$ cat src/sv/cpa_pkg.sv
// shared types, constants and codes of the core pool allocator
package cpa_pkg;

   localparam int NUM_CORES = 16;
   localparam int MAX_SLOTS = 16;
   localparam int CORE_W    = 4;
   localparam int CNT_W     = 5;
   localparam int TIME_W    = 32;
   localparam int USAGE_W   = 40;
   localparam int CSR_AW    = 3;
   localparam int CSR_DW    = 32;

   localparam logic [USAGE_W-1:0] USAGE_MAX = '1;
   localparam logic [CNT_W-1:0] CORES_IN_USE_RST = CNT_W'(NUM_CORES);

   localparam logic [1:0] MODE_ALLOC   = 2'd0;
   localparam logic [1:0] MODE_RELEASE = 2'd1;
   localparam logic [1:0] MODE_READ    = 2'd2;

   // word select bit of the csr address
   localparam logic CSR_WORD_CORES_IN_USE = 1'b0;

   typedef enum logic [2:0] {
      ST_IDLE,
      ST_DISPATCH,
      ST_ALLOC,
      ST_MEM_RD,
      ST_CALC,
      ST_ACCUM,
      ST_SINGLE
   } state_type;

   typedef struct packed {
      logic load;
      logic alloc_step;
      logic mem_rd;
      logic calc;
      logic accum_step;
      logic single_step;
   } cmd_type;

   typedef struct packed {
      logic [1:0] mode;
      logic       idx_ok;
      logic       last_slot;
      logic       out_free;
   } sts_type;

endpackage

$ cat src/sv/cpa_ctrl.sv
// controller state machine of the core pool allocator
module cpa_ctrl (
   input  logic             clock,
   input  logic             reset,
   input  logic             req_valid,
   output logic             req_ready,
   input  cpa_pkg::sts_type sts,
   output cpa_pkg::cmd_type cmd
);
   import cpa_pkg::*;

   state_type state_ff;
   state_type state_in;

   always_ff @(posedge clock) begin
      if (reset) begin
         state_ff <= ST_IDLE;
      end else begin
         state_ff <= state_in;
      end
   end

   always_comb begin
      state_in = state_ff;
      unique case (state_ff)
         ST_IDLE: begin
            if (req_valid) state_in = ST_DISPATCH;
         end
         ST_DISPATCH: begin
            unique case (sts.mode) inside
               MODE_ALLOC: state_in = ST_ALLOC;
               MODE_RELEASE, MODE_READ: begin
                  state_in = sts.idx_ok ? ST_MEM_RD : ST_SINGLE;
               end
               default: state_in = ST_SINGLE;
            endcase
         end
         ST_ALLOC: begin
            if (sts.out_free && sts.last_slot) state_in = ST_IDLE;
         end
         ST_MEM_RD: state_in = ST_CALC;
         ST_CALC:   state_in = ST_ACCUM;
         ST_ACCUM: begin
            if (sts.out_free) state_in = ST_IDLE;
         end
         ST_SINGLE: begin
            if (sts.out_free) state_in = ST_IDLE;
         end
         default: state_in = ST_IDLE;
      endcase
   end

   always_comb begin
      cmd       = '0;
      req_ready = 1'b0;
      unique case (state_ff)
         ST_IDLE: begin
            req_ready = 1'b1;
            cmd.load  = req_valid;
         end
         ST_ALLOC:  cmd.alloc_step  = sts.out_free;
         ST_MEM_RD: cmd.mem_rd      = 1'b1;
         ST_CALC:   cmd.calc        = 1'b1;
         ST_ACCUM:  cmd.accum_step  = sts.out_free;
         ST_SINGLE: cmd.single_step = sts.out_free;
         default: begin
            cmd       = '0;
            req_ready = 1'b0;
         end
      endcase
   end

endmodule

$ cat src/sv/cpa_datapath.sv
// datapath of the core pool allocator: core state, time stores, usage math, result register
module cpa_datapath (
   input  logic                          clock,
   input  logic                          reset,
   input  cpa_pkg::cmd_type              cmd,
   output cpa_pkg::sts_type              sts,
   input  logic [1:0]                    req_mode,
   input  logic [cpa_pkg::CNT_W-1:0]     req_count,
   input  logic [cpa_pkg::CORE_W-1:0]    req_core_index,
   input  logic [cpa_pkg::TIME_W-1:0]    req_now,
   output logic                          rsp_valid,
   input  logic                          rsp_ready,
   output logic                          rsp_granted,
   output logic [cpa_pkg::CORE_W-1:0]    rsp_granted_core,
   output logic [cpa_pkg::USAGE_W-1:0]   rsp_usage,
   output logic                          rsp_last,
   input  logic                          csr_psel,
   input  logic                          csr_penable,
   input  logic                          csr_pwrite,
   input  logic [cpa_pkg::CSR_AW-1:0]    csr_paddr,
   input  logic [cpa_pkg::CSR_DW-1:0]    csr_pwdata,
   output logic [cpa_pkg::CSR_DW-1:0]    csr_prdata,
   output logic                          csr_pready
);
   import cpa_pkg::*;

   // configuration
   logic [CNT_W-1:0] cores_in_use_ff;
   logic             csr_wr;

   // transaction fields
   logic [1:0]        mode_ff;
   logic [CORE_W-1:0] idx_ff;
   logic [TIME_W-1:0] now_ff;
   logic              zero_ff;
   logic [CNT_W-1:0]  slots_ff;
   logic [CNT_W-1:0]  slots_in;

   // core state
   logic [NUM_CORES-1:0] free_ff;
   logic [NUM_CORES-1:0] free_in;
   logic [NUM_CORES-1:0] st_vld_ff;
   logic [NUM_CORES-1:0] st_vld_in;
   logic [NUM_CORES-1:0] bt_vld_ff;
   logic [NUM_CORES-1:0] bt_vld_in;
   logic [TIME_W-1:0]    start_time_ff [NUM_CORES];
   logic [USAGE_W-1:0]   busy_total_ff [NUM_CORES];
   logic [TIME_W-1:0]    st_rd_ff;
   logic [USAGE_W-1:0]   bt_rd_ff;

   // usage math
   logic [TIME_W-1:0]  st_val;
   logic [TIME_W-1:0]  elapsed_in;
   logic [TIME_W-1:0]  elapsed_ff;
   logic [USAGE_W-1:0] bt_hold_ff;
   logic [USAGE_W:0]   sum_wide;
   logic [USAGE_W-1:0] sum_sat;

   // first-fit search
   logic [NUM_CORES-1:0] elig;
   logic                 found;
   logic [CORE_W-1:0]    pick;
   logic                 grant;

   // result register
   logic                 rsp_valid_ff;
   logic                 rsp_valid_in;
   logic                 out_load;
   logic                 granted_ff;
   logic [CORE_W-1:0]    core_ff;
   logic [USAGE_W-1:0]   usage_ff;
   logic                 last_ff;

   // csr
   assign csr_wr     = csr_psel && csr_penable && csr_pwrite && csr_pready;
   assign csr_pready = 1'b1;

   always_comb begin
      if (csr_paddr[2] == CSR_WORD_CORES_IN_USE) begin
         csr_prdata = CSR_DW'(cores_in_use_ff);
      end else begin
         csr_prdata = '0;
      end
   end

   always_ff @(posedge clock) begin
      if (reset) begin
         cores_in_use_ff <= CORES_IN_USE_RST;
      end else if (csr_wr && csr_paddr[2] == CSR_WORD_CORES_IN_USE) begin
         cores_in_use_ff <= csr_pwdata[CNT_W-1:0];
      end
   end

   // capture of the request
   always_ff @(posedge clock) begin
      if (cmd.load) begin
         mode_ff <= req_mode;
         idx_ff  <= req_core_index;
         now_ff  <= req_now;
         zero_ff <= (req_count == '0);
      end
   end

   always_comb begin
      slots_in = slots_ff;
      if (cmd.load) begin
         if (req_count == '0) begin
            slots_in = CNT_W'(1);
         end else if (req_count > CNT_W'(MAX_SLOTS)) begin
            slots_in = CNT_W'(MAX_SLOTS);
         end else begin
            slots_in = req_count;
         end
      end else if (cmd.alloc_step) begin
         slots_in = slots_ff - CNT_W'(1);
      end
   end

   always_ff @(posedge clock) begin
      if (reset) begin
         slots_ff <= '0;
      end else begin
         slots_ff <= slots_in;
      end
   end

   // lowest free core inside the pool limit
   always_comb begin
      found = 1'b0;
      pick  = '0;
      for (int k = 0; k < NUM_CORES; k++) begin
         elig[k] = free_ff[k] && (k < int'(cores_in_use_ff));
      end
      for (int k = NUM_CORES - 1; k >= 0; k--) begin
         if (elig[k]) begin
            found = 1'b1;
            pick  = CORE_W'(k);
         end
      end
   end

   assign grant = cmd.alloc_step && found && !zero_ff;

   // usage math
   assign st_val = st_vld_ff[idx_ff] ? st_rd_ff : '0;

   always_comb begin
      if (mode_ff == MODE_READ && free_ff[idx_ff]) begin
         elapsed_in = '0;
      end else if (now_ff >= st_val) begin
         elapsed_in = now_ff - st_val;
      end else begin
         elapsed_in = '0;
      end
   end

   always_ff @(posedge clock) begin
      if (cmd.calc) begin
         elapsed_ff <= elapsed_in;
         bt_hold_ff <= bt_vld_ff[idx_ff] ? bt_rd_ff : '0;
      end
   end

   assign sum_wide = {1'b0, bt_hold_ff} + (USAGE_W + 1)'(elapsed_ff);
   assign sum_sat  = sum_wide[USAGE_W] ? USAGE_MAX : sum_wide[USAGE_W-1:0];

   // core state update
   always_comb begin
      free_in   = free_ff;
      st_vld_in = st_vld_ff;
      bt_vld_in = bt_vld_ff;
      if (grant) begin
         free_in[pick]   = 1'b0;
         st_vld_in[pick] = 1'b1;
      end
      if (cmd.accum_step && mode_ff == MODE_RELEASE) begin
         free_in[idx_ff]   = 1'b1;
         bt_vld_in[idx_ff] = 1'b1;
      end
   end

   always_ff @(posedge clock) begin
      if (reset) begin
         free_ff   <= '1;
         st_vld_ff <= '0;
         bt_vld_ff <= '0;
      end else begin
         free_ff   <= free_in;
         st_vld_ff <= st_vld_in;
         bt_vld_ff <= bt_vld_in;
      end
   end

   always_ff @(posedge clock) begin
      if (grant) begin
         start_time_ff[pick] <= now_ff;
      end
      if (cmd.accum_step && mode_ff == MODE_RELEASE) begin
         busy_total_ff[idx_ff] <= sum_sat;
      end
      if (cmd.mem_rd) begin
         st_rd_ff <= start_time_ff[idx_ff];
         bt_rd_ff <= busy_total_ff[idx_ff];
      end
   end

   // result register
   assign out_load = cmd.alloc_step || cmd.accum_step || cmd.single_step;

   always_comb begin
      rsp_valid_in = rsp_valid_ff;
      if (out_load) begin
         rsp_valid_in = 1'b1;
      end else if (rsp_ready) begin
         rsp_valid_in = 1'b0;
      end
   end

   always_ff @(posedge clock) begin
      if (reset) begin
         rsp_valid_ff <= 1'b0;
      end else begin
         rsp_valid_ff <= rsp_valid_in;
      end
   end

   always_ff @(posedge clock) begin
      if (cmd.alloc_step) begin
         granted_ff <= grant;
         core_ff    <= grant ? pick : '0;
         usage_ff   <= '0;
         last_ff    <= (slots_ff == CNT_W'(1));
      end else if (cmd.accum_step) begin
         granted_ff <= 1'b1;
         core_ff    <= idx_ff;
         usage_ff   <= sum_sat;
         last_ff    <= 1'b1;
      end else if (cmd.single_step) begin
         granted_ff <= 1'b0;
         core_ff    <= (mode_ff == MODE_RELEASE || mode_ff == MODE_READ) ? idx_ff : '0;
         usage_ff   <= '0;
         last_ff    <= 1'b1;
      end
   end

   assign rsp_valid        = rsp_valid_ff;
   assign rsp_granted      = granted_ff;
   assign rsp_granted_core = core_ff;
   assign rsp_usage        = usage_ff;
   assign rsp_last         = last_ff;

   // status
   assign sts.mode      = mode_ff;
   assign sts.idx_ok    = ({1'b0, idx_ff} < (CORE_W + 1)'(NUM_CORES));
   assign sts.last_slot = (slots_ff == CNT_W'(1));
   assign sts.out_free  = !rsp_valid_ff || rsp_ready;

endmodule

$ cat src/sv/core_pool_allocator_with_usage.sv
// top level of the core pool allocator with per-core busy time
//
//  port group | direction | transaction
//  req_*      | in        | one request: allocate, release or read
//  rsp_*      | out       | one result per requested slot, or one result
//  csr_*      | in/out    | cores_in_use at byte address 0
//
// allocate: dispatch, then one result per cycle per slot (up to 16) unless stalled
// release and read: dispatch, then the store read, elapsed and saturating add steps
// one request is in work at a time; a new one is taken while the last result waits
// a stalled rsp_ready holds the result register and pauses the sequence
// synchronous reset frees all cores and clears all times and totals at once
module core_pool_allocator_with_usage (
   input  logic                          clock,
   input  logic                          reset,
   input  logic                          req_valid,
   output logic                          req_ready,
   input  logic [1:0]                    req_mode,
   input  logic [cpa_pkg::CNT_W-1:0]     req_count,
   input  logic [cpa_pkg::CORE_W-1:0]    req_core_index,
   input  logic [cpa_pkg::TIME_W-1:0]    req_now,
   input  logic                          req_list_end,
   output logic                          rsp_valid,
   input  logic                          rsp_ready,
   output logic                          rsp_granted,
   output logic [cpa_pkg::CORE_W-1:0]    rsp_granted_core,
   output logic [cpa_pkg::USAGE_W-1:0]   rsp_usage,
   output logic                          rsp_last,
   input  logic                          csr_psel,
   input  logic                          csr_penable,
   input  logic                          csr_pwrite,
   input  logic [cpa_pkg::CSR_AW-1:0]    csr_paddr,
   input  logic [cpa_pkg::CSR_DW-1:0]    csr_pwdata,
   output logic [cpa_pkg::CSR_DW-1:0]    csr_prdata,
   output logic                          csr_pready
);
   import cpa_pkg::*;

   cmd_type cmd;
   sts_type sts;

   cpa_ctrl u_ctrl (
      .clock     (clock),
      .reset     (reset),
      .req_valid (req_valid),
      .req_ready (req_ready),
      .sts       (sts),
      .cmd       (cmd)
   );

   cpa_datapath u_datapath (
      .clock            (clock),
      .reset            (reset),
      .cmd              (cmd),
      .sts              (sts),
      .req_mode         (req_mode),
      .req_count        (req_count),
      .req_core_index   (req_core_index),
      .req_now          (req_now),
      .rsp_valid        (rsp_valid),
      .rsp_ready        (rsp_ready),
      .rsp_granted      (rsp_granted),
      .rsp_granted_core (rsp_granted_core),
      .rsp_usage        (rsp_usage),
      .rsp_last         (rsp_last),
      .csr_psel         (csr_psel),
      .csr_penable      (csr_penable),
      .csr_pwrite       (csr_pwrite),
      .csr_paddr        (csr_paddr),
      .csr_pwdata       (csr_pwdata),
      .csr_prdata       (csr_prdata),
      .csr_pready       (csr_pready)
   );

endmodule

$ cat config.mk
export PLATFORM = sky130hd
export DESIGN_NAME = core_pool_allocator_with_usage
export DESIGN_NICKNAME = d
export VERILOG_FILES = /design/src/sv/cpa_pkg.sv /design/src/sv/cpa_ctrl.sv /design/src/sv/cpa_datapath.sv /design/src/sv/core_pool_allocator_with_usage.sv
export SDC_FILE = /design/constraint.sdc
export NUM_CORES = 2
export LEC_CHECK = 0
export BUFFER_PORTS_ARGS = -buffer_cell sky130_fd_sc_hd__buf_2
export CORE_ASPECT_RATIO = 0.9
export CORE_UTILIZATION = 60
export CTS_BUF_LIST = sky130_fd_sc_hd__clkbuf_8
export DETAILED_ROUTE_END_ITERATION = 10
export PLACE_DENSITY_LB_ADDON = 0.25
export SETUP_SLACK_MARGIN = 0.2
export SLEW_MARGIN = 20
export SYNTH_ARGS = -nofsm -noshare
export SYNTH_HDL_FRONTEND = slang
export SYNTH_SLANG_ARGS = --single-unit
$ cat constraint.sdc
create_clock -name clock -period 19.7 [get_ports clock]
set_input_delay 2.955 -clock clock [delete_from_list [all_inputs] [get_ports clock]]
set_output_delay 2.955 -clock clock [all_outputs]
set_load 0.01 [all_outputs]
==> flow_summary.toml <==
[run_status]
outcome = "finished clean"

[run]
drv.max_cap_violation_count = 0

[synth]
synthTopCellsByArea = "sky130_fd_sc_hd__edfxtp_1 (69%), sky130_fd_sc_hd__mux4_2 (15%), sky130_fd_sc_hd__dfxtp_1 (3.5%)"
synth.yosys.seq_area_share_pct = 73.0
synth.distinct_cells = 89
total_standard_cell_area_after_synthesis_mm2 = 0.0579
yosysWarnings = 0
synthFlopType = "sky130_fd_sc_hd__edfxtp_1"
synth-edff-count = 1341
number_of_register_bits_inferred_by_synthesis = 1443
yosysMostFrequentCell = "sky130_fd_sc_hd__edfxtp_1"
post_synthesis_cell_count = 2996
synth_top_cell_area_share_pct = 69.5
synth_top_cell_by_area = "sky130_fd_sc_hd__edfxtp_1"
post_synth.cell_area_avg_um2 = 19.3
synthArstFlopShare_pct = 0
synth_top_cells_by_count = "sky130_fd_sc_hd__edfxtp_1 (1341), sky130_fd_sc_hd__mux4_2 (375), sky130_fd_sc_hd__nor2_1 (137)"

[drt]
drtIter0Drc = 3625
drt_pre_antenna_iters = 6
detail_route.drc_violations = 0
dr_total_vias = 30400
route.antenna.remaining_nets = 0
drt-total-wl_um = 133000
avgViaCountPerCell = 6.52
wire_per_inst_um = 28.4

[timing]
rsz0062_at_grt = "false"
report.final.hold_viol_count = 0
fmaxAchievable_ghz = 0.158
final.min_clock_period_ns = 6.31
worst_slew_margin_rel_pct = 25.2
min_period_over_period_pct = 32.0
finalWorstSetupSlack_ns = 13.39
finalSetupViolations = 0
maxSlewViolCount = 0
worstMarginPinSlew_ns = 1.12
fin_skew_ns = 0.0501
hold_slack_ns = 0.456
fin_tns_setup_ns = 0

[setup_path]
crit_path_end = "csr_prdata[4]"
timing.rr.start = "u_datapath.idx_ff[0]$_DFFE_PP_"
timing.setup.critical_path_class = "input pin to output port"
arrival_ns = 3.35
setup_slack_of_the_most_critical_reg_to_reg_path_ns = 14.00
end_kind = "output port"
critPathRequiredTime_ns = 16.75
crit_path_launch_type = "input pin"
worstPathMaxFanout = 6
crit_path_start = "csr_paddr[2]"
regToRegEndpoint = "u_datapath.elapsed_ff[6]$_SDFFCE_PP0P_"
ff2ff_path_depth = 14

[pwr]
power.density_mw_per_mm2 = 102
seq_power_share_pct = 54.3
power.combinational.fraction_pct = 9.8
power.internal_mw = 4.98
clock_power_share_pct = 36.0
p_sw_share_pct = 24.1
p_leak_nw = 21.3
power_dissipated_by_switching_net_loads_mw = 1.58
irDropWorstVdd_v = 0.0000634

[hold_path]
hp-class = "register to register"

[clocking]
cts_made_buffers = 212
postCtsSetupBuffers = 0
htree_num_levels = 4
post_cts_resize_count = 0
clk-insertion-delay-late_ns = 0.89
numClockSinks = 1443
cts.clk_slew.worst_paths_ns = 0.06
tritoncts_clock_tree = "built"
cts_hold_buffers = 0
clk_path_buf_depth = 3
clk_root_buffer_cell = "sky130_fd_sc_hd__clkbuf_8"

[floorplanning]
die_width_um = 330
die_y_extent_um = 297
top_level_ports = 167
core-area_mm2 = 0.0952
dieArea_mm2 = 0.0978
start_util_pct = 60.9
placement_rows = 107

[placed_design]
gp_congestion = 0.927
placement.io_buffers = 108
dpl_worst_slack_ns = 13.21
post-dp-hpwl_um = 72400

[global_route]
grt_usage_pct = 27.7
globalRoute.totalOverflow = 0
antenna_found_initial = 3
number_of_global_route_vias_before_repair = 30900
grt_first_pass_wirelength_um = 196000
grt_max_degree = 96

[cells_and_area]
layout-area-overhead-vs-synth_pct = 11.0
seq_area_mm2 = 0.0423
post-route-util_pct = 67.6
area_used_by_multi_input_combinational_logic_mm2 = 0.0150
finalNetCount = 3393
drive_gt1_share_pct = 26.0
layout.filler_cells = 5850
[power groups by stage]
stage,clock network [mW],logic [mW],registers (mW)
floorplan,0,0.447,3.60
global placement,0,0.615,3.61
detailed placement,0,0.637,3.62
CTS,2.40,0.640,3.56
global route,2.52,0.687,3.56
finish,2.36,0.639,3.56
[worst max-delay path, stage by stage]
cell and delay (ns):
sky130_fd_sc_hd__buf_2 0.13, sky130_fd_sc_hd__nor2b_1 0.12, sky130_fd_sc_hd__buf_2 0.15
[per-layer routing]
metal	global-route usage, %	wire length, µm	vias to the layer above
li1	-	-	12800
met1	40.5	53100	15700
met2	41.7	62900	1729
met3	6.30	13600	223
met4	9.71	3190	4
met5	0	21	-
[layout by cell type (no fill, tap or decap), types with 12 or more instances in the layout]
| cell | instances |
|---|---|
| sky130_fd_sc_hd__ha_1 | 69 |
| sky130_fd_sc_hd__buf_4 | 56 |
| sky130_fd_sc_hd__nand3_1 | 21 |
| sky130_fd_sc_hd__clkinv_2 | 31 |
| sky130_fd_sc_hd__edfxtp_1 | 1341 |
| sky130_fd_sc_hd__or3_1 | 13 |
| sky130_fd_sc_hd__nor2_4 | 21 |
| sky130_fd_sc_hd__nor2b_1 | 19 |
| sky130_fd_sc_hd__xnor2_1 | 23 |
| sky130_fd_sc_hd__a21o_1 | 36 |
| sky130_fd_sc_hd__dfxtp_1 | 102 |
| sky130_fd_sc_hd__nand4_1 | 14 |
| sky130_fd_sc_hd__and2_1 | 47 |
| sky130_fd_sc_hd__clkinv_1 | 51 |
| sky130_fd_sc_hd__mux4_2 | 375 |
| sky130_fd_sc_hd__inv_1 | 110 |
| sky130_fd_sc_hd__a22o_1 | 32 |
| sky130_fd_sc_hd__bufinv_16 | 12 |
| sky130_fd_sc_hd__o211ai_1 | 12 |
| sky130_fd_sc_hd__o21ai_0 | 58 |
| sky130_fd_sc_hd__nor3_1 | 34 |
| sky130_fd_sc_hd__a21oi_1 | 81 |
| sky130_fd_sc_hd__nor3_2 | 13 |
| sky130_fd_sc_hd__o21a_1 | 18 |
| sky130_fd_sc_hd__buf_2 | 108 |
| sky130_fd_sc_hd__nand2b_1 | 16 |
| sky130_fd_sc_hd__xor2_1 | 18 |
| sky130_fd_sc_hd__clkbuf_8 | 226 |
| sky130_fd_sc_hd__nor2_1 | 117 |
| sky130_fd_sc_hd__nand2_1 | 115 |
| sky130_fd_sc_hd__conb_1 | 28 |
[state kept, by name (all words and copies together) (netlist names), 2 cells and up]
signal,count
u_datapath.idx_ff,4
u_datapath.free_ff,16
u_datapath.rsp_usage,40
u_datapath.bt_hold_ff,40
u_ctrl.state_ff,3
u_datapath.st_rd_ff,32
u_datapath.cores_in_use_ff,5
u_datapath.busy_total_ff,640
u_datapath.elapsed_ff,32
u_datapath.start_time_ff,512
u_datapath.bt_rd_ff,40
u_datapath.rsp_granted_core,4
u_datapath.mode_ff,2
u_datapath.now_ff,32
u_datapath.st_vld_ff,16
u_datapath.bt_vld_ff,16
u_datapath.slots_ff,5
[cells by family after synthesis]
kind of cell	count (synthesis)	share of synthesized area, %
compound gates	350	4.19
xor+xnor	41	0.620
fa+ha+maj	71	1.56
buf+inv	214	1.63
flops	1443	73.0
mux	386	14.8
other cells	2	0.0130
simple gates	489	4.19
[worst min path at each step]
stage	slack [ns]	endpoint	start	cells after the start
2_1_floorplan	0.42	u_datapath.st_vld_ff[10]$_SDFFE_PP0N_	u_datapath.st_vld_ff[10]$_SDFFE_PP0N_	1
3_3_place_gp	0.43	u_datapath.st_vld_ff[14]$_SDFFE_PP0N_	u_datapath.st_vld_ff[14]$_SDFFE_PP0N_	1
3_5_place_dp	0.44	u_datapath.st_vld_ff[14]$_SDFFE_PP0N_	u_datapath.st_vld_ff[14]$_SDFFE_PP0N_	1
4_1_cts	0.45	u_datapath.st_vld_ff[14]$_SDFFE_PP0N_	u_datapath.st_vld_ff[14]$_SDFFE_PP0N_	1
5_1_grt	0.48	u_datapath.st_vld_ff[6]$_SDFFE_PP0N_	u_datapath.st_vld_ff[6]$_SDFFE_PP0N_	1
6_report	0.46	u_datapath.st_vld_ff[14]$_SDFFE_PP0N_	u_datapath.st_vld_ff[14]$_SDFFE_PP0N_	1
[cell type report]
type	count	area share (%)
Sequential cell	1443	65.8
Multi-Input combinational cell	1365	23.4
Clock buffer	226	4.84
Tap cell	1253	2.44
Clock inverter	171	1.68
Timing Repair Buffer	167	1.60
Inverter	47	0.274
Antenna cell	1	0.00389
[per-stage QoR]
step,power (mW),cell area (µm²),cells
after floorplan,4.04,58000,3022
final,6.55,64300,4673
after CTS,6.59,64300,4671
after global routing,6.77,64300,4673
after detailed placement,4.26,60100,4274
after global placement,4.23,60100,4274
Note: power is estimated with default switching activity, not from simulation.
